## config.mk

```make
export PLATFORM = sky130hd
export DESIGN_NAME = mp3_frame_walker
export DESIGN_NICKNAME = d
export VERILOG_FILES = /design/src/rtl/mp3fw_pkg.sv /design/src/rtl/mp3fw_dp.sv /design/src/rtl/mp3fw_ctrl.sv /design/src/rtl/mp3_frame_walker.sv
export SDC_FILE = /design/constraint.sdc
export NUM_CORES = 1
export LEC_CHECK = 0
export BUFFER_PORTS_ARGS = -buffer_cell sky130_fd_sc_hd__buf_2
export CAP_MARGIN = 20
export CORE_AREA = 4 4 89 154
export DETAILED_ROUTE_END_ITERATION = 7
export DIE_AREA = 0 0 93 158
export GPL_ROUTABILITY_DRIVEN = 0
export PLACE_DENSITY = 0.79
export SLEW_MARGIN = 20
export SYNTH_ARGS = -nofsm -noshare
export SYNTH_HDL_FRONTEND = slang
export SYNTH_SLANG_ARGS = --single-unit
```

## constraint.sdc

```tcl
create_clock -name clk -period 4.2 [get_ports clk]
set_input_delay 0.42 -clock clk [delete_from_list [all_inputs] [get_ports clk]]
set_output_delay 0.42 -clock clk [all_outputs]
set_load 0.01 [all_outputs]
```

## src/rtl/mp3fw_pkg.sv

```systemverilog
// Package: payload types, controller/datapath interface and frame lookup tables
package mp3fw_pkg;

	typedef struct packed {
		logic [7:0] data_byte;
		logic       end_of_stream;
	} in_item_t;

	typedef struct packed {
		logic        kind;
		logic [10:0] frame_length;
		logic        mpeg_version;
		logic [15:0] sample_rate_hz;
		logic        padding_bit;
		logic [31:0] total_samples;
		logic        last_of_run;
	} result_t;

	typedef enum logic [2:0] {
		PH_GATHER = 3'b001,
		PH_BODY   = 3'b010,
		PH_STOP   = 3'b100
	} phase_t;

	localparam logic KIND_FRAME = 1'b0;
	localparam logic KIND_TOTAL = 1'b1;

	typedef struct packed {
		logic take;
		logic skip_dec;
		logic commit;
		logic out_frame;
		logic out_total;
		logic out_second;
		logic last;
		logic clear;
	} dp_cmd_t;

	typedef struct packed {
		logic hdr_full;
		logic hdr_ok;
		logic skip_done;
	} dp_stat_t;

	localparam logic [10:0] SYNC_MASK   = 11'h7FF;
	localparam logic [23:0] TAG_MARK    = 24'h544147;
	localparam logic [10:0] SAMPLES_M1  = 11'd1152;
	localparam logic [10:0] SAMPLES_M2  = 11'd576;
	localparam logic [10:0] HEADER_LEN  = 11'd4;

	// Frame length without padding, indexed by {version, rate index} then bitrate index
	localparam logic [10:0] LEN_TAB [8][16] = '{
		'{11'd0, 11'd104, 11'd130, 11'd156, 11'd182, 11'd208, 11'd261, 11'd313,
		  11'd365, 11'd417, 11'd522, 11'd626, 11'd731, 11'd835, 11'd1044, 11'd0},
		'{11'd0, 11'd96, 11'd120, 11'd144, 11'd168, 11'd192, 11'd240, 11'd288,
		  11'd336, 11'd384, 11'd480, 11'd576, 11'd672, 11'd768, 11'd960, 11'd0},
		'{11'd0, 11'd144, 11'd180, 11'd216, 11'd252, 11'd288, 11'd360, 11'd432,
		  11'd504, 11'd576, 11'd720, 11'd864, 11'd1008, 11'd1152, 11'd1440, 11'd0},
		'{11'd0, 11'd0, 11'd0, 11'd0, 11'd0, 11'd0, 11'd0, 11'd0,
		  11'd0, 11'd0, 11'd0, 11'd0, 11'd0, 11'd0, 11'd0, 11'd0},
		'{11'd0, 11'd26, 11'd52, 11'd78, 11'd104, 11'd130, 11'd156, 11'd182,
		  11'd208, 11'd261, 11'd313, 11'd365, 11'd417, 11'd470, 11'd522, 11'd0},
		'{11'd0, 11'd24, 11'd48, 11'd72, 11'd96, 11'd120, 11'd144, 11'd168,
		  11'd192, 11'd240, 11'd288, 11'd336, 11'd384, 11'd432, 11'd480, 11'd0},
		'{11'd0, 11'd36, 11'd72, 11'd108, 11'd144, 11'd180, 11'd216, 11'd252,
		  11'd288, 11'd360, 11'd432, 11'd504, 11'd576, 11'd648, 11'd720, 11'd0},
		'{11'd0, 11'd0, 11'd0, 11'd0, 11'd0, 11'd0, 11'd0, 11'd0,
		  11'd0, 11'd0, 11'd0, 11'd0, 11'd0, 11'd0, 11'd0, 11'd0}
	};

	function automatic logic [15:0] fs_hz(input logic ver, input logic [1:0] fsi);
		logic [15:0] r;
		case ({ver, fsi})
			3'b000:  r = 16'd44100;
			3'b001:  r = 16'd48000;
			3'b010:  r = 16'd32000;
			3'b100:  r = 16'd22050;
			3'b101:  r = 16'd24000;
			3'b110:  r = 16'd16000;
			default: r = 16'd0;
		endcase
		return r;
	endfunction

endpackage

```

## src/rtl/mp3fw_dp.sv

```systemverilog
// Datapath: header shifter, header check, length lookup, skip counter, sample total, result register
module mp3fw_dp import mp3fw_pkg::*; (
	input  logic     clk,
	input  logic     arst_n,
	input  in_item_t item,
	input  dp_cmd_t  cmd,
	output dp_stat_t stat,
	output result_t  result
);

	logic [23:0] hdr_q;
	logic [1:0]  cnt_q;
	logic [10:0] skip_q;
	logic [31:0] total_q;
	result_t     res_q;

	logic [31:0] hdr;
	logic        ver;
	logic [3:0]  bri;
	logic [1:0]  fsi;
	logic        pad;
	logic [10:0] len;
	logic [15:0] fs;
	logic [10:0] add;
	logic [32:0] sum;
	logic [31:0] total_next;

	always_comb begin
		hdr = {hdr_q, item.data_byte};
		ver = (hdr[20:19] == 2'b10);
		bri = hdr[15:12];
		fsi = hdr[11:10];
		pad = hdr[9];
		len = LEN_TAB[{ver, fsi}][bri] + {10'd0, pad};
		fs  = fs_hz(ver, fsi);
		add = ver ? SAMPLES_M2 : SAMPLES_M1;
		sum = {1'b0, total_q} + {22'd0, add};
		total_next = sum[32] ? 32'hFFFF_FFFF : sum[31:0];

		stat.hdr_full  = (cnt_q == 2'd3);
		stat.hdr_ok    = (hdr[31:21] == SYNC_MASK) && (hdr[31:8] != TAG_MARK) && hdr[20]
			&& (bri != 4'h0) && (bri != 4'hF) && (fsi != 2'b11);
		stat.skip_done = (skip_q <= 11'd1);
	end

	always_ff @(posedge clk or negedge arst_n) begin
		if (!arst_n) begin
			hdr_q   <= '0;
			cnt_q   <= '0;
			skip_q  <= '0;
			total_q <= '0;
		end else if (cmd.clear) begin
			hdr_q   <= '0;
			cnt_q   <= '0;
			skip_q  <= '0;
			total_q <= '0;
		end else begin
			if (cmd.take) begin
				hdr_q <= hdr[23:0];
				cnt_q <= cnt_q + 2'd1;
			end
			if (cmd.commit) begin
				skip_q  <= len - HEADER_LEN;
				total_q <= total_next;
			end
			if (cmd.skip_dec) begin
				skip_q <= stat.skip_done ? 11'd0 : skip_q - 11'd1;
			end
		end
	end

	always_ff @(posedge clk) begin
		if (cmd.out_frame) begin
			res_q.kind           <= KIND_FRAME;
			res_q.frame_length   <= len;
			res_q.mpeg_version   <= ver;
			res_q.sample_rate_hz <= fs;
			res_q.padding_bit    <= pad;
			res_q.total_samples  <= total_next;
			res_q.last_of_run    <= cmd.last;
		end else if (cmd.out_total) begin
			res_q.kind           <= KIND_TOTAL;
			res_q.frame_length   <= '0;
			res_q.mpeg_version   <= 1'b0;
			res_q.sample_rate_hz <= '0;
			res_q.padding_bit    <= 1'b0;
			res_q.total_samples  <= total_q;
			res_q.last_of_run    <= 1'b1;
		end else if (cmd.out_second) begin
			// total follows the frame result of the same byte; total already in place
			res_q.kind           <= KIND_TOTAL;
			res_q.frame_length   <= '0;
			res_q.mpeg_version   <= 1'b0;
			res_q.sample_rate_hz <= '0;
			res_q.padding_bit    <= 1'b0;
			res_q.last_of_run    <= 1'b1;
		end
	end

	assign result = res_q;

endmodule

```

## src/rtl/mp3fw_ctrl.sv

```systemverilog
// Controller: parse phase state machine and result handshake
module mp3fw_ctrl import mp3fw_pkg::*; (
	input  logic     clk,
	input  logic     arst_n,
	input  logic     byte_valid,
	input  logic     end_of_stream,
	input  logic     result_ready,
	input  dp_stat_t stat,
	output logic     byte_ready,
	output logic     result_valid,
	output dp_cmd_t  cmd
);

	phase_t phase_q, phase_d;
	logic   valid_q, valid_d;
	logic   pend_q, pend_d;
	logic   acc;
	logic   stop_now;
	logic   pend_set;

	assign byte_ready   = !valid_q;
	assign result_valid = valid_q;
	assign acc          = byte_valid && byte_ready;

	always_comb begin
		cmd      = '0;
		phase_d  = phase_q;
		stop_now = 1'b0;
		pend_set = 1'b0;
		valid_d  = valid_q;
		pend_d   = pend_q;

		if (acc) begin
			unique case (phase_q)
				PH_GATHER: begin
					cmd.take = 1'b1;
					if (stat.hdr_full) begin
						if (stat.hdr_ok) begin
							cmd.commit    = 1'b1;
							cmd.out_frame = 1'b1;
							phase_d       = PH_BODY;
						end else begin
							cmd.out_total = 1'b1;
							phase_d       = PH_STOP;
							stop_now      = 1'b1;
						end
					end
				end
				PH_BODY: begin
					cmd.skip_dec = 1'b1;
					if (stat.skip_done) begin
						phase_d = PH_GATHER;
					end
				end
				PH_STOP: begin
				end
				default: begin
					phase_d = PH_GATHER;
				end
			endcase

			if (end_of_stream) begin
				if (phase_q != PH_STOP && !stop_now) begin
					if (cmd.out_frame) begin
						pend_set = 1'b1;
					end else begin
						cmd.out_total = 1'b1;
					end
				end
				cmd.clear = 1'b1;
				phase_d   = PH_GATHER;
			end

			cmd.last = !pend_set;
			if (cmd.out_frame || cmd.out_total) begin
				valid_d = 1'b1;
				pend_d  = pend_set;
			end
		end else if (valid_q && result_ready) begin
			if (pend_q) begin
				cmd.out_second = 1'b1;
				pend_d         = 1'b0;
			end else begin
				valid_d = 1'b0;
			end
		end
	end

	always_ff @(posedge clk or negedge arst_n) begin
		if (!arst_n) begin
			phase_q <= PH_GATHER;
			valid_q <= 1'b0;
			pend_q  <= 1'b0;
		end else begin
			phase_q <= phase_d;
			valid_q <= valid_d;
			pend_q  <= pend_d;
		end
	end

endmodule

```

## src/rtl/mp3_frame_walker.sv

```systemverilog
// Top level: MP3 frame header walker, one stream byte per transaction
//
//   channel  direction  handshake                    payload
//   byte     in         byte_valid / byte_ready      byte_data   (in_item_t)
//   result   out        result_valid / result_ready  result_data (result_t)
//
// A byte that gives no result leaves byte_ready high, so body bytes stream at one per cycle.
// The byte after one that gives results waits until they drain from the single output
// register, each result waiting on result_ready; a frame header at stream end gives two
// results.
// byte_ready is low whenever a result sits in the output register.
// Asynchronous reset puts the walker in header gathering with a zero total; no clearing pass.
module mp3_frame_walker import mp3fw_pkg::*; (
	input  logic     clk,
	input  logic     arst_n,
	input  logic     byte_valid,
	output logic     byte_ready,
	input  in_item_t byte_data,
	output logic     result_valid,
	input  logic     result_ready,
	output result_t  result_data
);

	dp_cmd_t  cmd;
	dp_stat_t stat;

	mp3fw_ctrl u_ctrl (
		.clk          (clk),
		.arst_n       (arst_n),
		.byte_valid   (byte_valid),
		.end_of_stream(byte_data.end_of_stream),
		.result_ready (result_ready),
		.stat         (stat),
		.byte_ready   (byte_ready),
		.result_valid (result_valid),
		.cmd          (cmd)
	);

	mp3fw_dp u_dp (
		.clk   (clk),
		.arst_n(arst_n),
		.item  (byte_data),
		.cmd   (cmd),
		.stat  (stat),
		.result(result_data)
	);

`ifndef NO_ASSERTIONS
	a_no_take_while_full: assert property (@(posedge clk) disable iff (!arst_n)
		result_valid |-> !byte_ready)
		else $error("byte taken while a result is pending");

	a_frame_then_total: assert property (@(posedge clk) disable iff (!arst_n)
		(result_valid && result_ready && result_data.kind == KIND_FRAME
			&& !result_data.last_of_run)
		|=> (result_valid && result_data.kind == KIND_TOTAL && result_data.last_of_run))
		else $error("frame result not followed by its total");

	a_total_fields: assert property (@(posedge clk) disable iff (!arst_n)
		(result_valid && result_data.kind == KIND_TOTAL)
		|-> (result_data.frame_length == 11'd0 && result_data.sample_rate_hz == 16'd0
			&& result_data.last_of_run))
		else $error("total result with frame fields set");

	a_one_load: assert property (@(posedge clk) disable iff (!arst_n)
		$countones({cmd.out_frame, cmd.out_total, cmd.out_second}) <= 1)
		else $error("result register loaded from two sources");
`endif

endmodule
```

==> results of run 1 <==
==> worst reg2reg max path: stages, from the launching register on <==
cell      delay, ns
dfrtp_1        0.50
inv_1          0.16
ha_2           0.43
nand2b_1       0.14
o211a_1        0.27
a21oi_1        0.24
nand3_1        0.17
a311oi_4       0.47
nand2_2        0.21
o31a_1         0.40
o22ai_2        0.27
mux2_2         0.37
a311oi_1       0.35
==> repair_timing <==
item,CTS,global route
gates resized for setup,0,11
endpoints found under the setup margin,0,2
setup buffers,0,0
endpoints found under the hold margin,0,0
==> power by group through the flow <==
stage | clock [mW] | sequential (mW) | combinational [mW]
3_5_place_dp | 0 | 1.61 | 1.51
3_3_place_gp | 0 | 1.60 | 1.46
5_1_grt | 1.45 | 1.61 | 1.76
4_1_cts | 1.39 | 1.59 | 1.53
2_1_floorplan | 0 | 1.58 | 1.15
6_report | 1.37 | 1.60 | 1.65
==> synthesized netlist by cell type (3+ instances only) <==
library cell  number  area, sq um
a31oi_1            6         37.5
buf_2              7         35.0
nor3_1            16         80.1
ha_1              12          150
inv_1             18         67.6
nand2b_1          17          106
nand4b_1           3         26.3
nand3b_1           3         22.5
nor3b_1            3         22.5
xnor2_1           20          175
dfrtp_1           73         1830
clkbuf_1          32          120
nand3_1           17         85.1
o221ai_1           6         52.6
nand2_1           69          259
nor2_1            60          225
o22ai_1            9         56.3
mux2_2             3         33.8
a311oi_1           5         43.8
a211oi_1           5         37.5
a21oi_1           60          300
and3_1             7         43.8
o31ai_1            4         30.0
o21a_1             3         22.5
edfxtp_1          58         1740
nand4_1           12         75.1
o311ai_0           3         26.3
or3_1             10         62.6
nor4_1             5         31.3
a22o_1            30          263
and2_1            16          100
a221oi_1           3         26.3
o21ai_0           31          155
o211ai_1           5         37.5
buf_1              5         18.8
or2_2              5         31.3
xor2_1            18          158
nor2b_1            8         50.1
buf_6              3         33.8
buf_4              4         30.0
mux2i_1            3         30.0
==> final timing paths <==
path,start,to,slack (ns)
max reg2reg,u_dp.hdr_q[3],u_dp.skip_q[9],0.10
min in group clk,byte_data[1],u_dp.hdr_q[0],0.22
min reg2reg,u_dp.result[62],u_dp.result[62],0.49
min,arst_n,u_dp.total_q[16],0.006
max in group asynchronous,arst_n,u_dp.hdr_q[11],3.26
max,u_dp.hdr_q[3],u_dp.skip_q[9],0.10
==> through the flow <==
stage	std cells	hold slack [ns]	util	TNS, ns
global placement	937	0.452	0.621	0
CTS	969	0.193	0.666	0
finish	969	0.00638	0.670	0
detailed placement	937	0.481	0.621	0
global route	969	0.0378	0.670	-0.00796
floorplan	727	0.124	-	0
==> registers in the layout, summed over array words and instances, names as in the netlist <==
register	cells
u_ctrl.phase_q	3
u_dp.total_q	32
u_dp.result	59
u_ctrl.pend_q	1
u_dp.cnt_q	2
u_dp.hdr_q	24
u_dp.skip_q	11
u_ctrl.result_valid	1
==> final cells by class <==
class	instances	area (sq um)	area share
Clock buffer	21	450	0.0541
Inverter	20	80.1	0.00961
Timing Repair Buffer	94	536	0.0643
Clock inverter	11	100	0.0120
Tap cell	168	210	0.0252
Multi-Input combinational cell	522	3340	0.401
Sequential cell	133	3620	0.434
==> layer usage <==
metal  global-route usage  wire length, microns  share of wire
met1                0.286                  6850           0.35
met2                0.484                 10200           0.52
met3               0.0476                  1390          0.071
met4                0.161                  1140          0.058
met5                    0                     0              0
==> cells by family after synthesis <==
group | Yosys count
flip-flops | 133
XOR/XNOR | 38
multiplexers | 8
AND/OR/NAND/NOR | 266
AO/OA/AOI/OAI | 195
buffers and inverters | 72
adder cells (fa/ha/maj) | 12
other | 1
==> impl_metrics.env, run 1 <==
export IMPL_status="complete, no violations"
export IMPL_viasPerCell=6.47
export IMPL_grt_pass1_wl_mm=30.6
export IMPL_synth_fa_ha_area_frac=0.0208
export IMPL_start_kind="register"
export IMPL_ff2ff_path_depth=12
export IMPL_place_ws_ns=0.235
export IMPL_synth_top_family_by_area="simple AND/OR/NAND/NOR gates"
export IMPL_drv_slew=0
export IMPL_max_stage_delay_ns=0.50
export IMPL_cts_max_path_buffers=2
export IMPL_nNetsFinal=813
export IMPL_power_density_mw_per_mm2=555
export IMPL_final_cell_mix="buf_2, dfrtp_1, nand2_1, a21oi_1, nor2_1"
export IMPL_syn_area_sq_mm=0.00723
export IMPL_grt_pass1_vias=6042
export IMPL_postPlaceCellArea_sq_mm=0.00772
export IMPL_start_util=0.581
export IMPL_antenna_found_initial=0
export IMPL_dp_hpwl_mm=13.2
export IMPL_overflow=0
export IMPL_yosysSeqAreaShare=0.500
export IMPL_routed_wl_mm=19.6
export IMPL_h_tree_depth=4
export IMPL_seqPwrFrac=0.346
export IMPL_core_sq_mm=0.0124
export IMPL_grt_max_degree=42
export IMPL_finalPower_mw=4.62
export IMPL_pwr_share_comb=0.358
export IMPL_clock_skew_ns=0.0156
export IMPL_ctsHoldBuffers=0
export IMPL_crit_arrival_ns=4.38
export IMPL_ys_warn_count=0
export IMPL_cts_root_buf="clkbuf_16"
export IMPL_netlist_instances=725
export IMPL_drive_gt1_frac=0.194
export IMPL_path_depth=12
export IMPL_synthFlopType="dfrtp_1"
export IMPL_synthXorXnorAreaFrac=0.0461
export IMPL_io_buffers=74
export IMPL_n_antenna_cell=0
export IMPL_drtIter0Drc=665
export IMPL_p_leak_nw=3.59
export IMPL_finalSetupViolCount=0
export IMPL_fill_cells=959
export IMPL_synth_simple_gate_area_frac=0.191
export IMPL_cp_end_kind="register"
export IMPL_first_pass_iters=8
export IMPL_final_common_cell="buf_2"
export IMPL_worst_slew_pin_slew_ns=0.929
export IMPL_synth_compound_area_frac=0.183
export IMPL_clock_latency_ns=0.41
export IMPL_ant_nets=0
export IMPL_cp_top_family="compound AO/OA/AOI/OAI gates"
export IMPL_hold_viol_final=0
export IMPL_cp_cell_sequence="inv_1 > ha_2 > nand2b_1 > o211a_1 > a21oi_1 > nand3_1 > a311oi_4 > nand2_2 > o31a_1 > o22ai_2 > mux2_2 > a311oi_1"
export IMPL_switching_share=0.374
export IMPL_crit_slowest_cell="dfrtp_1"
export IMPL_wl_per_cell_microns=20.2
export IMPL_internal_power_mw=2.90
export IMPL_drc=0
export IMPL_synthMuxAreaShare=0.0125
export IMPL_cp_required_ns=4.48
export IMPL_synthDistinctLibCells=81
export IMPL_area_growth_pct=15.3
export IMPL_cap_violations=0
export IMPL_cp_max_fo=7
export IMPL_fin_area_sq_mm=0.00833
export IMPL_via_count=6274
export IMPL_power_share_clock=0.297
export IMPL_fin_crit_sh=0.976
export IMPL_ys_ff_latch=133
export IMPL_path_buf_inv=1
export IMPL_relSlewSlack=0.381
export IMPL_min_period_ns=4.10
export IMPL_cts_clk_slew_worst_paths_ns=0.06
export IMPL_cts_sink_count=133
export IMPL_synth_edf_count=58
export IMPL_die_h_microns=158
export IMPL_critPathKind="register to register"
export IMPL_dieArea_sq_mm=0.0147
export IMPL_ios=78
export IMPL_syn_area_per_cell_sq_um=9.97
export IMPL_synthArstFlopShare=0.556
export IMPL_cts_buffers=17
export IMPL_globalRouteTotalUtil=0.267
export IMPL_rows=54
export IMPL_worst_slack_ns=0.102
export IMPL_peakVddDrop_mv=0.407
export IMPL_cts_tree="done"
export IMPL_fmax_mhz=244
export IMPL_switching_power_mw=1.73
export IMPL_hold_path_class="primary input to asynchronous set/reset pin"
export IMPL_die_w_microns=93
Power figures use the tool's default switching activity.
==> inputs of run 2 (changes only) <==
--- a/config.mk
+++ b/config.mk
@@ -5,13 +5,13 @@
 export SDC_FILE = /design/constraint.sdc
 export NUM_CORES = 1
 export LEC_CHECK = 0
-export BUFFER_PORTS_ARGS = -buffer_cell sky130_fd_sc_hd__buf_2
 export CAP_MARGIN = 20
-export CORE_AREA = 4 4 89 154
+export CORE_AREA = 4 4 88 153
 export DETAILED_ROUTE_END_ITERATION = 7
-export DIE_AREA = 0 0 93 158
+export DIE_AREA = 0 0 92 157
+export DONT_BUFFER_PORTS = 1
 export GPL_ROUTABILITY_DRIVEN = 0
-export PLACE_DENSITY = 0.79
+export PLACE_DENSITY_LB_ADDON = 0.2
 export SLEW_MARGIN = 20
 export SYNTH_ARGS = -nofsm -noshare
 export SYNTH_HDL_FRONTEND = slang
==> run 2 against run 1 <==
  * Sequential power is essentially flat
  * Critical path type unchanged
  * Clock power grew 4%
  * Cell area shrank 3.9%
  * Count of clock-buffer cells in the layout shrank 4
  * Setup slack gained 0.18 ns
  * Critical path depth is the same
  * Total power shrank 1.3%
  * Sequential share of layout area grew 1.8 points
  * Non-clock buffer count shrank 72
  * Final cell count shrank 7.4%
  * Largest cell class unchanged
  * Worst hold slack gained 0.12 ns
  * Fmax grew 4.7%
==> impl_metrics.env, run 2 (synthesis gave the netlist of run 1 again) <==
export IMPL_seqPwrFrac=0.355
export IMPL_start_kind="register"
export IMPL_min_period_ns=3.91
export IMPL_die_h_microns=157
export IMPL_grt_pass1_wl_mm=28.7
export IMPL_finalPower_mw=4.56
export IMPL_cp_required_ns=4.52
export IMPL_hold_path_class="primary input to register"
export IMPL_antenna_found_initial=0
export IMPL_start_util=0.588
export IMPL_peakVddDrop_mv=0.347
export IMPL_finalSetupViolCount=0
export IMPL_globalRouteTotalUtil=0.253
export IMPL_cts_buffers=17
export IMPL_hold_viol_final=0
export IMPL_switching_power_mw=1.70
export IMPL_fmax_mhz=255
export IMPL_rows=54
export IMPL_cp_cell_sequence="inv_1 > ha_2 > nand3b_1 > o21ai_0 > a222oi_1 > nor2b_1 > or4_4 > or2_4 > o31a_1 > o22ai_1 > mux2_2 > a311oi_1"
export IMPL_seq_area_sq_mm=0.00362
export IMPL_cts_max_path_buffers=2
export IMPL_n_antenna_cell=0
export IMPL_worst_slew_pin_slew_ns=1.02
export IMPL_power_share_clock=0.311
export IMPL_viasPerCell=6.43
export IMPL_dieArea_sq_mm=0.0144
export IMPL_largest_reg_flops=59
export IMPL_worst_slack_ns=0.285
export IMPL_instances_no_fill=897
export IMPL_area_growth_pct=10.7
export IMPL_via_count=5767
export IMPL_cts_tree="done"
export IMPL_cp_end_kind="register"
export IMPL_first_pass_iters=7
export IMPL_wl_per_cell_microns=19.9
export IMPL_max_stage_delay_ns=0.53
export IMPL_fill_cells=994
export IMPL_drc=0
export IMPL_nNetsFinal=741
export IMPL_grt_pass1_vias=5612
export IMPL_status="complete, no violations"
export IMPL_internal_power_mw=2.86
export IMPL_drv_slew=0
export IMPL_fin_crit_sh=0.932
export IMPL_pwr_share_comb=0.334
export IMPL_holdWs_ns=0.129
export IMPL_cts_clk_slew_worst_paths_ns=0.06
export IMPL_io_buffers=0
export IMPL_critPathKind="register to register"
export IMPL_rsz0062_at_grt="no"
export IMPL_final_common_cell="dfrtp_1"
export IMPL_placedCellCount=862
export IMPL_cts_sink_count=133
export IMPL_crit_slowest_cell="or4_4"
export IMPL_grt_max_degree=75
export IMPL_ant_nets=0
export IMPL_relSlewSlack=0.322
export IMPL_power_density_mw_per_mm2=570
export IMPL_cts_root_buf="clkbuf_16"
export IMPL_cap_violations=0
export IMPL_h_tree_depth=4
export IMPL_p_leak_nw=3.31
export IMPL_switching_share=0.373
export IMPL_ios=78
export IMPL_clock_skew_ns=0.0112
export IMPL_overflow=0
export IMPL_cp_max_fo=12
export IMPL_dp_hpwl_mm=12.5
export IMPL_routed_wl_mm=17.9
export IMPL_drtIter0Drc=448
export IMPL_clock_latency_ns=0.42
export IMPL_place_ws_ns=0.193
export IMPL_crit_arrival_ns=4.23
export IMPL_final_cell_mix="dfrtp_1, nand2_1, nor2_1, a21oi_1, edfxtp_1"
export IMPL_multi_input_area_sq_mm=0.00334
export IMPL_die_w_microns=92
export IMPL_core_sq_mm=0.0123
export IMPL_drive_gt1_frac=0.119
export IMPL_tns_ns=0
## run 2: cell types whose count changed in the layout (fill, tap and decap cells not counted), moves of 2 or more
| cell | delta |
|---|---|
| buf_2 | -73 |
| clkbuf_1 | -3 |
| clkinv_4 | +3 |
| inv_8 | +2 |
## run 2: path summary, 6_finish.rpt
check / from / to / slack (ns) / cells past startpoint
setup / recovery: u_dp.hdr_q[2] / u_dp.skip_q[9] / 0.29 / 12
hold / removal: byte_data[7] / u_dp.hdr_q[6] / 0.13 / 1
setup reg to reg: u_dp.hdr_q[2] / u_dp.skip_q[9] / 0.29 / 12
hold reg to reg: u_dp.hdr_q[8] / u_dp.hdr_q[16] / 0.50 / 1
max in group asynchronous: arst_n / u_ctrl.phase_q[0] / 3.32 / 2
min in group asynchronous: arst_n / u_dp.total_q[14] / 0.53 / 2
## run 2: worst max-delay path: cells and delay by family, from the launching register on
| kind | cells | cell delay (ns) |
|---|---|---|
| and+or+nand+nor | 4 | 1.33 |
| AOI/OAI and AO/OA | 5 | 1.17 |
| DFF | 1 | 0.38 |
| muxes | 1 | 0.38 |
| adders and majority gates | 1 | 0.37 |
| buffers and inverters | 1 | 0.18 |
## run 2: per-stage QoR
step | utilization | instance area (sq um)
floorplan | - | 7230
global placement | 0.597 | 7340
detailed placement | 0.597 | 7340
CTS | 0.646 | 7950
global route | 0.651 | 8000
finish | 0.651 | 8000
## run 2: what timing repair did
item,in CTS,in global routing
hold buffers,2,0
setup buffers,0,1
resized for setup,0,11
endpoints found under the hold margin,74,0
endpoints found under the setup margin,0,2
## run 2: metal layers
metal | vias up | wire length, microns | GRT usage
li1 | 2631 | - | -
met1 | 2747 | 6500 | 0.270
met2 | 293 | 9310 | 0.449
met3 | 96 | 885 | 0.0473
met4 | 0 | 1190 | 0.176
met5 | - | 0 | 0
## run 2: final cells by class
class / count / share of cell area
clock buffers: 17 / 0.0532
clock inverters: 15 / 0.0183
well taps: 168 / 0.0263
multi-input cells: 522 / 0.417
flip-flops and latches: 133 / 0.452
inverters: 20 / 0.00969
repair buffers: 22 / 0.0235
## run 2: power by group through the flow
stage	Clock [mW]	Sequential, mW	Combinational (mW)
floorplan	0	1.58	1.15
global placement	0	1.64	1.38
detailed placement	0	1.64	1.41
CTS	1.44	1.61	1.44
global route	1.51	1.63	1.65
finish	1.42	1.62	1.52
